--- src/rtl/core/zigzag_varint_delta_codec_defines.svh ---
// Assertion macros shared by the codec RTL.
// No dependencies; files that check their own logic include this header.
`ifndef ZIGZAG_VARINT_DELTA_CODEC_DEFINES_SVH
`define ZIGZAG_VARINT_DELTA_CODEC_DEFINES_SVH
`ifndef SYNTHESIS
// Property that must hold at every clock edge out of reset.
`define ZVD_ASSERT(lbl, clk, rst_n, prop) \
    lbl: assert property (@(posedge clk) disable iff (!rst_n) (prop)) \
        else $error("zvd assertion failed");
// Condition that must never be seen out of reset.
`define ZVD_NEVER(lbl, clk, rst_n, cond) \
    lbl: assert property (@(posedge clk) disable iff (!rst_n) !(cond)) \
        else $error("zvd forbidden condition seen");
`else
`define ZVD_ASSERT(lbl, clk, rst_n, prop)
`define ZVD_NEVER(lbl, clk, rst_n, cond)
`endif
`endif

--- src/rtl/core/zvd_pkg.sv ---
// Shared types and constants for the zigzag / LEB128 codec.
// No dependencies; used by every module of the block.
package zvd_pkg;

    localparam int WORD_BITS   = 64;
    localparam int VAL_W       = 64;
    localparam int COORD_W     = 32;
    localparam int BYTE_W      = 8;
    localparam int GROUP_BITS  = 7;
    localparam int GS_W        = $clog2(WORD_BITS + GROUP_BITS);
    localparam int QUEUE_DEPTH = 2;
    localparam int QPTR_W      = (QUEUE_DEPTH > 1) ? $clog2(QUEUE_DEPTH) : 1;
    localparam int QCNT_W      = $clog2(QUEUE_DEPTH + 1);

    localparam logic [VAL_W-1:0] WORD_MASK = {VAL_W{1'b1}} >> (VAL_W - WORD_BITS);
    localparam logic [VAL_W-1:0] WORD_SIGN = VAL_W'(1) << (WORD_BITS - 1);
    localparam logic [COORD_W-1:0] COORD_MAX = 32'h7FFF_FFFF;
    localparam logic [COORD_W-1:0] COORD_MIN = 32'h8000_0000;

    typedef enum logic [2:0] {
        MODE_ENC_RAW = 3'd0,
        MODE_ENC_ZZ  = 3'd1,
        MODE_ENC_X   = 3'd2,
        MODE_ENC_Y   = 3'd3,
        MODE_DEC_RAW = 3'd4,
        MODE_DEC_ZZ  = 3'd5,
        MODE_DEC_X   = 3'd6,
        MODE_DEC_Y   = 3'd7
    } mode_t;

    typedef struct packed {
        logic [2:0]        mode;
        logic [VAL_W-1:0]  value_in;
        logic [BYTE_W-1:0] byte_in;
    } in_item_t;

    typedef struct packed {
        logic              is_value;
        logic [BYTE_W-1:0] byte_out;
        logic [VAL_W-1:0]  value_out;
        logic              last;
    } out_item_t;

    // Work handed from the front to the back: a word to serialize or a
    // finished decoded value.
    typedef struct packed {
        logic             is_value;
        logic [VAL_W-1:0] data;
    } cmd_t;

    typedef struct packed {
        logic valid;
        cmd_t cmd;
    } q_head_t;

endpackage

--- src/rtl/core/zvd_front.sv ---
// Front end: accepts items, keeps the coordinate and decode state and
// produces one command per encode item or per final decode byte. Uses zvd_pkg.
`include "zigzag_varint_delta_codec_defines.svh"
module zvd_front (
    input  logic              clk,
    input  logic              rst_n,
    input  logic              push,
    output logic              full,
    input  zvd_pkg::in_item_t item,
    input  logic              q_full,
    output logic              q_push,
    output zvd_pkg::cmd_t     q_cmd
);
    import zvd_pkg::*;

    logic [COORD_W-1:0] last_x_reg, last_x_next;
    logic [COORD_W-1:0] last_y_reg, last_y_next;
    logic [VAL_W-1:0]   acc_reg, acc_next;
    logic [GS_W-1:0]    gs_reg, gs_next;

    logic               accept;
    logic               is_dec;
    logic               more;
    logic [VAL_W-1:0]   word;
    logic [VAL_W-1:0]   word_s;
    logic [VAL_W-1:0]   zz_word;
    logic [COORD_W-1:0] coord;
    logic [COORD_W-1:0] base;
    logic [VAL_W-1:0]   diff;
    logic [VAL_W-1:0]   zz_diff;
    logic               in_range;
    logic [VAL_W-1:0]   acc_upd;
    logic [GS_W-1:0]    gs_upd;
    logic [VAL_W-1:0]   unmap;
    logic [VAL_W:0]     sum;
    logic               sat_hi;
    logic               sat_lo;
    logic [COORD_W-1:0] sat;
    logic [VAL_W-1:0]   dec_res;
    logic [VAL_W-1:0]   enc_word;

    assign full   = q_full;
    assign accept = push && !q_full;
    assign is_dec = item.mode[2];
    assign more   = item.byte_in[BYTE_W-1];

    // encode side
    assign word    = item.value_in & WORD_MASK;
    assign word_s  = (word ^ WORD_SIGN) - WORD_SIGN;
    assign zz_word = ((word_s << 1) ^ {VAL_W{word_s[VAL_W-1]}}) & WORD_MASK;
    assign coord   = item.value_in[COORD_W-1:0];
    assign base    = item.mode[0] ? last_y_reg : last_x_reg;
    assign diff    = {{(VAL_W-COORD_W){coord[COORD_W-1]}}, coord}
                   - {{(VAL_W-COORD_W){base[COORD_W-1]}}, base};
    assign zz_diff = (diff << 1) ^ {VAL_W{diff[VAL_W-1]}};

    // decode side: groups past the word width are dropped
    assign in_range = gs_reg < GS_W'(WORD_BITS);
    assign acc_upd  = in_range
                    ? ((acc_reg | (VAL_W'(item.byte_in[GROUP_BITS-1:0]) << gs_reg)) & WORD_MASK)
                    : acc_reg;
    assign gs_upd   = in_range ? gs_reg + GS_W'(GROUP_BITS) : gs_reg;
    assign unmap    = (acc_upd >> 1) ^ {VAL_W{acc_upd[0]}};

    assign sum    = {unmap[VAL_W-1], unmap}
                  + {{(VAL_W+1-COORD_W){base[COORD_W-1]}}, base};
    assign sat_hi = !sum[VAL_W] && (sum[VAL_W-1:COORD_W-1] != '0);
    assign sat_lo = sum[VAL_W] && (sum[VAL_W-1:COORD_W-1] != '1);
    assign sat    = sat_hi ? COORD_MAX : (sat_lo ? COORD_MIN : sum[COORD_W-1:0]);

    always_comb
    begin
        enc_word = word;
        dec_res  = acc_upd;
        case (mode_t'(item.mode))
            MODE_ENC_RAW: enc_word = word;
            MODE_ENC_ZZ:  enc_word = zz_word;
            MODE_ENC_X,
            MODE_ENC_Y:   enc_word = zz_diff;
            MODE_DEC_RAW: dec_res  = acc_upd;
            MODE_DEC_ZZ:  dec_res  = unmap & WORD_MASK;
            MODE_DEC_X,
            MODE_DEC_Y:   dec_res  = {{(VAL_W-COORD_W){sat[COORD_W-1]}}, sat};
            default:      dec_res  = acc_upd;
        endcase
    end

    assign q_push       = accept && (!is_dec || !more);
    assign q_cmd.is_value = is_dec;
    assign q_cmd.data     = is_dec ? dec_res : enc_word;

    always_comb
    begin
        last_x_next = last_x_reg;
        last_y_next = last_y_reg;
        acc_next    = acc_reg;
        gs_next     = gs_reg;
        if (accept)
        begin
            if (!is_dec)
            begin
                if (item.mode[1])
                begin
                    if (item.mode[0])
                        last_y_next = coord;
                    else
                        last_x_next = coord;
                end
            end
            else if (more)
            begin
                acc_next = acc_upd;
                gs_next  = gs_upd;
            end
            else
            begin
                acc_next = '0;
                gs_next  = '0;
                if (item.mode[1])
                begin
                    if (item.mode[0])
                        last_y_next = sat;
                    else
                        last_x_next = sat;
                end
            end
        end
    end

    always_ff @(posedge clk or negedge rst_n)
    begin
        if (!rst_n)
        begin
            last_x_reg <= '0;
            last_y_reg <= '0;
            acc_reg    <= '0;
            gs_reg     <= '0;
        end
        else
        begin
            last_x_reg <= last_x_next;
            last_y_reg <= last_y_next;
            acc_reg    <= acc_next;
            gs_reg     <= gs_next;
        end
    end

    `ZVD_NEVER(a_gs_bound, clk, rst_n, gs_reg > GS_W'(WORD_BITS + GROUP_BITS - 1))
    `ZVD_ASSERT(a_word_ends, clk, rst_n,
        accept && is_dec && !more |=> (gs_reg == '0) && (acc_reg == '0))

endmodule

--- src/rtl/core/zvd_queue.sv ---
// Short command queue between the front and the back of the codec.
// Uses zvd_pkg for the command type and depth.
`include "zigzag_varint_delta_codec_defines.svh"
module zvd_queue (
    input  logic             clk,
    input  logic             rst_n,
    input  logic             wr,
    input  zvd_pkg::cmd_t    wr_cmd,
    output logic             full,
    input  logic             rd,
    output zvd_pkg::q_head_t head
);
    import zvd_pkg::*;

    cmd_t              entry_reg [QUEUE_DEPTH];
    logic [QPTR_W-1:0] wr_ptr_reg, wr_ptr_next;
    logic [QPTR_W-1:0] rd_ptr_reg, rd_ptr_next;
    logic [QCNT_W-1:0] count_reg, count_next;
    logic              do_wr;
    logic              do_rd;

    assign full       = count_reg == QCNT_W'(QUEUE_DEPTH);
    assign head.valid = count_reg != '0;
    assign head.cmd   = entry_reg[rd_ptr_reg];
    assign do_wr      = wr && !full;
    assign do_rd      = rd && head.valid;

    always_comb
    begin
        wr_ptr_next = wr_ptr_reg;
        rd_ptr_next = rd_ptr_reg;
        count_next  = count_reg;
        if (do_wr)
            wr_ptr_next = (wr_ptr_reg == QPTR_W'(QUEUE_DEPTH - 1)) ? '0 : wr_ptr_reg + 1'b1;
        if (do_rd)
            rd_ptr_next = (rd_ptr_reg == QPTR_W'(QUEUE_DEPTH - 1)) ? '0 : rd_ptr_reg + 1'b1;
        if (do_wr && !do_rd)
            count_next = count_reg + 1'b1;
        else if (do_rd && !do_wr)
            count_next = count_reg - 1'b1;
    end

    always_ff @(posedge clk or negedge rst_n)
    begin
        if (!rst_n)
        begin
            wr_ptr_reg <= '0;
            rd_ptr_reg <= '0;
            count_reg  <= '0;
        end
        else
        begin
            wr_ptr_reg <= wr_ptr_next;
            rd_ptr_reg <= rd_ptr_next;
            count_reg  <= count_next;
        end
    end

    always_ff @(posedge clk)
    begin
        if (do_wr)
            entry_reg[wr_ptr_reg] <= wr_cmd;
    end

    `ZVD_NEVER(a_q_overflow, clk, rst_n, wr && full)
    `ZVD_ASSERT(a_q_ptrs, clk, rst_n,
        (count_reg == '0) || full || (wr_ptr_reg != rd_ptr_reg))

endmodule

--- src/rtl/core/zvd_back.sv ---
// Back end: turns queued commands into result words, one per cycle when not stalled,
// through an output register. Encode words become LEB128 bytes. Uses zvd_pkg.
`include "zigzag_varint_delta_codec_defines.svh"
module zvd_back (
    input  logic               clk,
    input  logic               rst_n,
    input  zvd_pkg::q_head_t   head,
    output logic               q_pop,
    output logic               empty,
    input  logic               pop,
    output zvd_pkg::out_item_t result
);
    import zvd_pkg::*;

    typedef enum logic [2:0] {
        B_IDLE = 3'b001,
        B_ENC  = 3'b010,
        B_VAL  = 3'b100
    } back_state_t;

    back_state_t      state_reg, state_next;
    logic [VAL_W-1:0] data_reg, data_next;
    logic             out_valid_reg, out_valid_next;
    out_item_t        out_reg, out_next;

    logic             emit_ok;
    logic             final_byte;
    logic             done;
    logic             take;

    assign emit_ok    = !out_valid_reg || pop;
    assign final_byte = data_reg[VAL_W-1:GROUP_BITS] == '0;
    assign done       = emit_ok && ((state_reg == B_VAL) || (state_reg == B_ENC && final_byte));
    assign take       = head.valid && ((state_reg == B_IDLE) || done);
    assign q_pop      = take;
    assign empty      = !out_valid_reg;
    assign result     = out_reg;

    always_comb
    begin
        state_next     = state_reg;
        data_next      = data_reg;
        out_valid_next = out_valid_reg;
        out_next       = out_reg;
        if (pop && out_valid_reg)
            out_valid_next = 1'b0;
        case (state_reg)
            B_IDLE:
            begin
            end
            B_ENC:
            begin
                if (emit_ok)
                begin
                    out_valid_next    = 1'b1;
                    out_next.is_value = 1'b0;
                    out_next.byte_out = {!final_byte, data_reg[GROUP_BITS-1:0]};
                    out_next.value_out = '0;
                    out_next.last     = final_byte;
                    data_next         = data_reg >> GROUP_BITS;
                    if (final_byte)
                        state_next = B_IDLE;
                end
            end
            B_VAL:
            begin
                if (emit_ok)
                begin
                    out_valid_next     = 1'b1;
                    out_next.is_value  = 1'b1;
                    out_next.byte_out  = '0;
                    out_next.value_out = data_reg;
                    out_next.last      = 1'b1;
                    state_next         = B_IDLE;
                end
            end
            default:
            begin
                state_next = B_IDLE;
            end
        endcase
        if (take)
        begin
            state_next = head.cmd.is_value ? B_VAL : B_ENC;
            data_next  = head.cmd.data;
        end
    end

    always_ff @(posedge clk or negedge rst_n)
    begin
        if (!rst_n)
        begin
            state_reg     <= B_IDLE;
            out_valid_reg <= 1'b0;
        end
        else
        begin
            state_reg     <= state_next;
            out_valid_reg <= out_valid_next;
        end
    end

    always_ff @(posedge clk)
    begin
        data_reg <= data_next;
        out_reg  <= out_next;
    end

    `ZVD_ASSERT(a_cont_bit, clk, rst_n,
        out_valid_reg && !out_reg.is_value |-> (out_reg.byte_out[BYTE_W-1] != out_reg.last))
    `ZVD_ASSERT(a_value_form, clk, rst_n,
        out_valid_reg && out_reg.is_value |-> out_reg.last && (out_reg.byte_out == '0))

endmodule

--- src/rtl/core/zigzag_varint_delta_codec.sv ---
// Zigzag / LEB128 varint codec with coordinate deltas, top level.
// Input side is a queue: present item and raise push while full is low.
// Result side is a queue: while empty is low the oldest result is on result;
// raise pop to take it.
// Modes 0..3 encode value_in into 1 to 10 byte results (last on the final
// one); modes 4..7 take one byte_in per item and give one value result on a
// byte with bit 7 clear, none on a continuation byte.
// The first result of an item passes the command queue, the back-end state
// register and the output register before it shows. Throughput: decode bytes
// go in at one per cycle while full is low. An encode item holds the output
// serializer until its ceil(bits/7) bytes (1..10) are out; the input keeps
// flowing until the two-entry command queue fills. A stalled receiver holds
// the output register; the serializer and then the queue back up, and full rises.
// Reset clears the stored x/y, the decode accumulator and all queues; no
// clearing pass is needed.
// Depends on zvd_pkg, zvd_front, zvd_queue and zvd_back.
module zigzag_varint_delta_codec (
    input  logic                clk,
    input  logic                rst_n,
    input  logic                push,
    output logic                full,
    input  zvd_pkg::in_item_t   item,
    output logic                empty,
    input  logic                pop,
    output zvd_pkg::out_item_t  result
);
    import zvd_pkg::*;

    logic    q_full;
    logic    q_push;
    cmd_t    q_cmd;
    logic    q_pop;
    q_head_t q_head;

    zvd_front u_front (
        .clk    (clk),
        .rst_n  (rst_n),
        .push   (push),
        .full   (full),
        .item   (item),
        .q_full (q_full),
        .q_push (q_push),
        .q_cmd  (q_cmd)
    );

    zvd_queue u_queue (
        .clk    (clk),
        .rst_n  (rst_n),
        .wr     (q_push),
        .wr_cmd (q_cmd),
        .full   (q_full),
        .rd     (q_pop),
        .head   (q_head)
    );

    zvd_back u_back (
        .clk    (clk),
        .rst_n  (rst_n),
        .head   (q_head),
        .q_pop  (q_pop),
        .empty  (empty),
        .pop    (pop),
        .result (result)
    );

endmodule

--- config.mk ---
export PLATFORM = sky130hd
export DESIGN_NAME = zigzag_varint_delta_codec
export DESIGN_NICKNAME = d
export VERILOG_FILES = /design/src/rtl/core/zvd_pkg.sv /design/src/rtl/core/zvd_front.sv /design/src/rtl/core/zvd_queue.sv /design/src/rtl/core/zvd_back.sv /design/src/rtl/core/zigzag_varint_delta_codec.sv
export VERILOG_INCLUDE_DIRS = /design/src /design/src/rtl/core
export SDC_FILE = /design/constraint.sdc
export NUM_CORES = 1
export LEC_CHECK = 0
export BUFFER_PORTS_ARGS = -buffer_cell sky130_fd_sc_hd__buf_2
export CORE_UTILIZATION = 27
export CTS_BUF_LIST = sky130_fd_sc_hd__clkbuf_16
export DETAILED_ROUTE_END_ITERATION = 10
export RECOVER_POWER = 50
export SLEW_MARGIN = 10
export SYNTH_ARGS = -nofsm -noshare
export SYNTH_HDL_FRONTEND = slang
export SYNTH_SLANG_ARGS = --single-unit
--- constraint.sdc ---
create_clock -name clk -period 8.63 [get_ports clk]
set_clock_uncertainty 0.15 [all_clocks]
set_input_delay 1.2945 -clock clk [delete_from_list [all_inputs] [get_ports clk]]
set_output_delay 1.2945 -clock clk [all_outputs]
set_load 0.02 [all_outputs]
### After elaboration in Yosys (flattened, before gate mapping)

Memory sizes are Yosys's and may differ from the RTL's.
Index checks and enable logic that the tools add are counted.

| operators by class | value |
|---|---|
| order comparisons | 1 |
| multipliers | 0 |
| reduce and logical (&&, ||, !) cells | 41 |
| bitwise operators | 6 |
| equality and inequality tests | 19 |
| div/mod/pow operators | 0 |
| mux-type cells | 43 |
| $add $sub $neg | 8 |
| shift-type cells | 1 |

Operators by type and width:

| cell | number |
|---|---|
| two-way mux 32 bit | 15 |
| two-way mux 64 bit | 6 |
| case mux 64 bit (2 select lines) | 2 |
| two-way mux 74 bit | 2 |
| case mux 74 bit (2 select lines) | 1 |
| XOR 64 bit | 2 |
| adder 64 x 32 -> 65 bit | 1 |
| OR 64 bit | 1 |
| left shift 7 x 7 -> 64 bit | 1 |
| subtractor 64 bit (second input constant) | 1 |
| XOR 63 x 64 -> 64 bit | 1 |
| logical NOT 57 bit | 1 |
| != test 33 bit (second input constant) | 1 |
| nonzero test 33 bit | 1 |
| subtractor 32 x 32 -> 33 bit | 1 |
| two-way mux 3 bit | 5 |
| two-way mux 7 bit | 2 |
| equality test 3 bit (second input constant) | 4 |
| logical AND 1 bit | 12 |
| AND reduction 4 bit | 3 |
| nonzero test 2 bit | 5 |
| equality test 3 x 2 -> 1 bit (second input constant) | 3 |
| != test 3 x 2 -> 1 bit (second input constant) | 3 |
| case mux 3 bit (3 select lines) | 1 |
| 17 further kinds | 44 |

| word-level totals | value |
|---|---|
| output and inout port bits | 76 |
| bits in registers | 281 |
| bits in writable memories | 130 |
| bits in read-only memories | 0 |
| word-level logic and storage cells | 134 |
| latch bits | 0 |
| memories | 1 |

Memory list:

| memory | depth | width | rd ports | clocked after Yosys merged registers in | wr ports | line | RTL |
|---|---|---|---|---|---|---|---|
| u_queue.entry_reg | 2 | 65 | 1 | 0 | 1 | zvd_queue.sv:15 | `cmd_t entry_reg [QUEUE_DEPTH];` |

### Logic depth before layout (Yosys ltp)

Gate-level depths: netlist of run 1.

| depth | value |
|---|---|
| depth after elaboration | 13 |
| gate-level depth with buffers | 25 |
| mapped depth without buffers | 21 |

### Cells and area by module

From an unflattened synthesis of run 1, not the netlist that was laid out.

| unflattened totals | value |
|---|---|
| cell total of the unflattened synthesis | 2,970 |
| area total of the unflattened synthesis | 28,499.8 um^2 |

Modules (own cells, without submodules):

| module | area each (um^2) | times used | cells each |
|---|---|---|---|
| zvd_front | 17,429.2 | 1 | 2,398 |
| zvd_back | 6,020.8 | 1 | 351 |
| zvd_queue | 5,049.8 | 1 | 221 |

### Least setup slack after synthesis of run 1

Ideal clock, no wire load.

| timing | value |
|---|---|
| path type | input to register |
| start point | input port pop |
| end point | register u_back.data_reg[0], enable pin |
| arrival | 6.466 ns |
| stages on the path | 4 |
| library setup time | 0.580 ns |
| buffers on the path | 0 |
| path slack | 1.433 ns |
| cells stage by stage | nand2b_1 nand2_1 mux2_2 o31ai_1 |

| between the ends | value |
|---|---|
| longest elaborated chain between the ends | 6 |
| elaborated cells on any way between the ends | 7 |
| classes of those cells | 7 x reduce/logical |

RTL lines:

| element | line | RTL |
|---|---|---|
| start, declared | zigzag_varint_delta_codec.sv:24 | `input logic pop,` |
| logical OR 1 bit (*) | zvd_back.sv:31 | `assign emit_ok = !out_valid_reg \|\| pop;` |
| logical AND 1 bit | zvd_back.sv:33 | `assign done = emit_ok && ((state_reg == B_VAL) \|\| (state_reg == B_ENC && final_byte));` |
| logical OR 1 bit | zvd_back.sv:34 | `assign take = head.valid && ((state_reg == B_IDLE) \|\| done);` |
| logical AND 1 bit | zvd_back.sv:34 |  |
| nonzero test 2 bit (no line) | - |  |
| AND reduction 2 bit (no line) (*) | - |  |
| end signal, assigned | zvd_back.sv:105 | `data_reg <= data_next;` |
| end, declared | zvd_back.sv:22 | `logic [VAL_W-1:0] data_reg, data_next;` |

Mark *: on every way between the ends. The rest lies on a longest branch, timed or not.
A chain may end at the register's enable or synchronous reset.

==> results_dict.tcl, run 1 <==
set metrics [dict create \
    drive_above_1_share 0.09988 \
    drt_pass1_iterations 5 \
    crit_path_start_kind "input pin" \
    ys_top_cells_by_count "a21oi_1, nor2_1, nand2_1" \
    criticalPathCategory "input pin to flip-flop" \
    rsz0062_at_grt "no" \
    synth_area_mm2 0.02791 \
    n_fill_cell 10850 \
    wl_per_cell_um 22.23 \
    cp-end-kind "flip-flop" \
    worstHoldPathCells 2 \
    final_util 0.3127 \
    maxCapViolations 9 \
    timing.rr.end "u_queue.entry_reg[0][16]" \
    post_cts_buffers 0 \
    cts_buffer_depth 3 \
    die_h_um 323.5 \
    post-route-min-period_ns 7.695 \
    tns_ns 0 \
    grt_pass1_vias 23230 \
    hp-class "flip-flop to flip-flop" \
    cts_tree "done" \
    synth_top_area_frac 0.2883 \
    grt_max_degree 92 \
    core_region_area_mm2 0.1022 \
    grt.overflow.total 0 \
    yosysSeqAreaShare 0.4166 \
    clk_pin_slew_ns 0.06 \
    synth_top_cell_by_area "edfxtp_1" \
    synth.distinct_cells 101 \
    largest_reg_flops 130 \
    htreeDepth 2 \
    clock_sinks 411 \
    dp_cells 4517 \
    ys_warn_count 0 \
    track_usage 0.1913 \
    portBuffers 154 \
    area_growth_pct 14.46 \
    tightest_slew_ns 4.868 \
    failed_checks "max-capacitance violations, max-slew violations" \
    min_to "u_front.last_x_reg[11]" \
    max-slew-margin-rel -2.246 \
    drt_iter0_markers 2301 \
    critPathMaxFanout 15 \
    synth_edf_count 268 \
    yosys-top-cells-area "edfxtp_1, dfrtp_1, a21oi_1, xnor2_1, nor2_1" \
    wl_um 102300 \
    start_util 0.2732 \
    r2r_cells 22 \
    antenna_cells 0 \
    syn_nets 3276 \
    min_from "u_front.last_x_reg[11]" \
    yosys.cell_count.top_type "a21oi_1" \
    status "finished, violations left" \
    vias 24510 \
    antenna_found_initial 4 \
    die-area_mm2 0.1047 \
    rows 117 \
    syn_area_per_cell_um2 9.039 \
    setup_viol 0 \
    instances_no_fill 4602 \
    die_x_um 323.5 \
    async_flop_share 0.3479 \
    hpwlAfterDp_um 78580 \
    cts_resized 0 \
    insertion_delay_ns 0.62 \
    synth_top_flop_cell "edfxtp_1" \
    routed_via_density 5.326 \
    cp-startpoint "item[5]" \
    gp_congestion 1.004 \
    hold_viol 0 \
    r2r_start "u_front.gs_reg[1]" \
    drc 0 \
    maxSlewViolCount 499 \
    fin_nets 3385 \
    timing.critical_path.required_ns 8.79 \
    reg2reg_slack_ns 0.95 \
    detail-route-antenna-nets 0 \
    fmax_mhz 130.0 \
    ys_ff_latch 411 \
    hold_buffers 0 \
    critical_path_arrival_ns 7.85 \
    cts-root-buf "clkbuf_16" \
    ios 155 \
    period_share 0.8917 \
    numCtsBuffers 46 \
    grt_pass1_wl_um 151000 \
    synthCells 3088 \
]
[logic make-up after synthesis]
logic type,after synthesis,share of synthesized area
fa+ha+maj,109,0.04940
simple gates,985,0.1641
buf+inv,259,0.03756
flops,411,0.4166
compound gates,967,0.2117
xor+xnor,230,0.07217
mux,127,0.04850
[how the worst max path moves through the flow]
stage / end / slack (ns) / cells after the start
after global routing: u_queue.entry_reg[0][3] / 0.67 / 21
after floorplan: u_back.data_reg[0] / 1.43 / 4
after detailed placement: u_queue.entry_reg[0][3] / 0.68 / 23
after CTS: u_queue.entry_reg[0][3] / 1.30 / 22
final: u_queue.entry_reg[0][16] / 0.93 / 23
after global placement: u_front.last_x_reg[21] / 0.72 / 21
[cell type report]
cell class / count / area, um^2 / area share
Inverter: 69 / 259.0 / 0.008107
Sequential cell: 411 / 11630 / 0.3641
Timing Repair Buffer: 251 / 1423 / 0.04453
Clock inverter: 39 / 494.2 / 0.01547
Multi-Input combinational cell: 2418 / 15280 / 0.4782
Clock buffer: 46 / 1151 / 0.03603
Tap cell: 1368 / 1712 / 0.05357
[through the flow]
stage	hold slack [ns]	setup WS, ns	area [um^2]
after floorplan	0.2951	1.433	27910
after global placement	0.3073	0.7160	30450
after detailed placement	0.3150	0.6816	30450
after CTS	0.3282	1.299	32100
after global routing	0.3476	0.6678	31950
final	0.3256	0.9349	31950
[routing by layer]
layer / global-route usage / vias to the layer above / part of all wire
met2: 0.3167 / 962 / 0.47
met5: 0 / - / 0.00036
met4: 0.08323 / 6 / 0.046
met3: 0.02560 / 182 / 0.061
met1: 0.2486 / 11910 / 0.43
li1: - / 11450 / -
[placed cells by master, fill, tap and decap left out, drive strengths merged, types with 46 or more instances in the layout]
cell type and n:
a211oi 52, a21oi 446, and2 88, buf 166
clkbuf 131, dfrtp 142, edfxtp 268, ha 107
inv 80, mux2i 115, nand2 274, nand4 46
nor2 378, o21ai 206, xnor2 200
[critical path: stages]
cell and delay [ns]:
buf_2 0.09, mux2i_1 0.08, mux2i_1 0.31, nand2_1 0.08, o21ai_0 0.17, nand2_1 0.09, o21ai_0 0.52, a21oi_1 0.41
xnor2_1 0.37, ha_1 0.37, a21oi_1 0.35, buf_4 0.19, o21ai_0 0.07, a21oi_1 0.31, nand2_1 0.31, a31oi_1 0.50
a221oi_1 0.20, nor4_1 0.28, nand4b_1 0.24, nor4b_4 0.41, a31oi_4 0.49, a21oi_2 0.49, o221ai_1 0.19
Power of run 1 is left out: the tool's default activity adds up to more than one toggle a clock period on the data nets, which glitch-free logic cannot reach.
==> run 2, diff against run 1 <==
Settings changed: RECOVER_POWER 50 to 25.
==> run 2 against run 1 <==
Against the previous run: the flow still finishes with violations (max-capacitance violations, max-slew violations); die area did not move; via count decreased by 0.29%; critical path depth did not move; global-route usage did not move; wire length is essentially flat; core utilization rose by 0.059 points; non-clock buffer count stayed put; register-to-register slack barely moved; worst hold slack barely moved; critical endpoint unchanged.
==> results_dict.tcl, run 2 (synthesized netlist as in run 1, its figures left out) <==
set metrics [dict create \
    cp_slowest_stage_delay_ns 0.51 \
    period_share 0.8914 \
    mostFrequentLayoutCells "a21oi_1, nor2_1, nand2_1, edfxtp_1, xnor2_1" \
    hpwlAfterDp_um 78580 \
    grt.overflow.total 0 \
    grt_pass1_wl_um 151000 \
    min_from "u_front.last_x_reg[11]" \
    core_region_area_mm2 0.1022 \
    cts_resized 0 \
    die_h_um 323.5 \
    reg2reg_slack_ns 0.95 \
    grt_max_degree 92 \
    setup_ws_ns 0.9370 \
    post-route-min-period_ns 7.693 \
    maxSlewViolCount 298 \
    drive_above_1_share 0.1104 \
    track_usage 0.1913 \
    portBuffers 154 \
    post_cts_buffers 0 \
    crit_path_top_delay_cell "o21ai_0" \
    crit_path_cell_trace "buf_2 > mux2i_1 > mux2i_1 > nand2_1 > o21ai_0 > nand2_1 > o21ai_0 > a21oi_1 > xnor2_1 > ha_1 > a21oi_1 > buf_4 > o21ai_0 > a21oi_1 > nand2_1 > a31oi_1 > a221oi_1 > nor4_1 > nand4b_1 > nor4b_4 > a31oi_4 > a21oi_2 > o221ai_1" \
    crit_path_start_kind "input pin" \
    hold_slack_ns 0.3257 \
    failed_checks "max-capacitance violations, max-slew violations" \
    die_x_um 323.5 \
    cts-root-buf "clkbuf_16" \
    maxCapViolations 5 \
    critPathMaxFanout 15 \
    criticalPathCategory "input pin to flip-flop" \
    die-area_mm2 0.1047 \
    cts_tree "done" \
    detail-route-antenna-nets 0 \
    setup_viol 0 \
    n_fill_cell 10830 \
    wl_per_cell_um 22.23 \
    gp_congestion 1.004 \
    critPathTopFamily "compound AO/OA/AOI/OAI gates" \
    antenna_cells 0 \
    timing.critical_path.required_ns 8.78 \
    area_growth_pct 14.68 \
    drt_pass1_iterations 6 \
    start_util 0.2732 \
    tightest_slew_ns 4.858 \
    grt_pass1_vias 23230 \
    cp-startpoint "item[5]" \
    hold_buffers 0 \
    status "finished, violations left" \
    preCtsSetupSlack_ns 0.6816 \
    rows 117 \
    vias 24440 \
    clk_pin_slew_ns 0.06 \
    seq_area_mm2 0.01163 \
    htreeDepth 2 \
    drc 0 \
    max-slew-margin-rel -2.239 \
    cp.buffers_inverters 2 \
    drt_iter0_markers 2239 \
    hold_viol 0 \
    fin_nets 3385 \
    r2r_start "u_front.gs_reg[1]" \
    numCtsBuffers 46 \
    hp-class "flip-flop to flip-flop" \
    clock_sinks 411 \
    wl_um 102300 \
    cp-end-kind "flip-flop" \
    insertion_delay_ns 0.61 \
    mostFrequentLayoutCell "a21oi_1" \
    ios 155 \
    largest_reg_flops 130 \
    routed_via_density 5.310 \
    tns_ns 0 \
    cts_buffer_depth 3 \
    antenna_found_initial 4 \
    rsz0062_at_grt "no" \
    fmax_mhz 130.0 \
    multi_input_area_mm2 0.01529 \
    critical_path_arrival_ns 7.85 \
]
==> run 2: stage by stage <==
step,utilization,instance area (um^2),std cells
4_1_cts,0.3141,32100,4602
3_5_place_dp,0.2980,30450,4517
3_3_place_gp,0.2980,30450,4517
6_report,0.3133,32010,4602
5_1_grt,0.3133,32010,4602
2_1_floorplan,-,27910,3088
==> run 2: final timing paths <==
check,end,cells past startpoint
worst max register to register,u_queue.entry_reg[0][16],22
min in group asynchronous,u_queue.rd_ptr_reg,1
worst min register to register,u_front.last_x_reg[11],2
worst max-delay path,u_queue.entry_reg[0][16],23
max in group asynchronous,u_front.last_y_reg[17],2
worst min-delay path,u_front.last_x_reg[11],2
==> run 2: final cells by class <==
| cell class | count | area share |
|---|---|---|
| Multi-Input combinational cell | 2418 | 0.4776 |
| Sequential cell | 411 | 0.3634 |
| Tap cell | 1368 | 0.05347 |
| Timing Repair Buffer | 251 | 0.04609 |
| Clock buffer | 46 | 0.03596 |
| Clock inverter | 39 | 0.01544 |
| Inverter | 69 | 0.008091 |
==> run 2: per-layer routing <==
metal	track usage	vias up	part of all wire
met3	0.02560	181	0.061
met5	0	-	0.00036
met2	0.3167	946	0.47
met4	0.08323	6	0.046
met1	0.2486	11870	0.43
li1	-	11440	-
==> run 2: worst register-to-register path: stages (launching register included) <==
cell and delay, ns:
dfrtp_1 0.69, mux2i_1 0.19, mux2i_1 0.32, nand2_1 0.08, o21ai_0 0.16, nand2_1 0.08
o21ai_0 0.51, a21oi_1 0.41, xnor2_1 0.37, ha_1 0.37, a21oi_1 0.35, buf_4 0.19
o21ai_0 0.07, a21oi_1 0.32, nand2_1 0.31, a31oi_1 0.49, a221oi_1 0.20, nor4_1 0.28
nand4b_1 0.25, nor4b_4 0.42, a31oi_4 0.49, a21oi_2 0.52, o221ai_1 0.19
Power of run 2 is left out for the same reason.
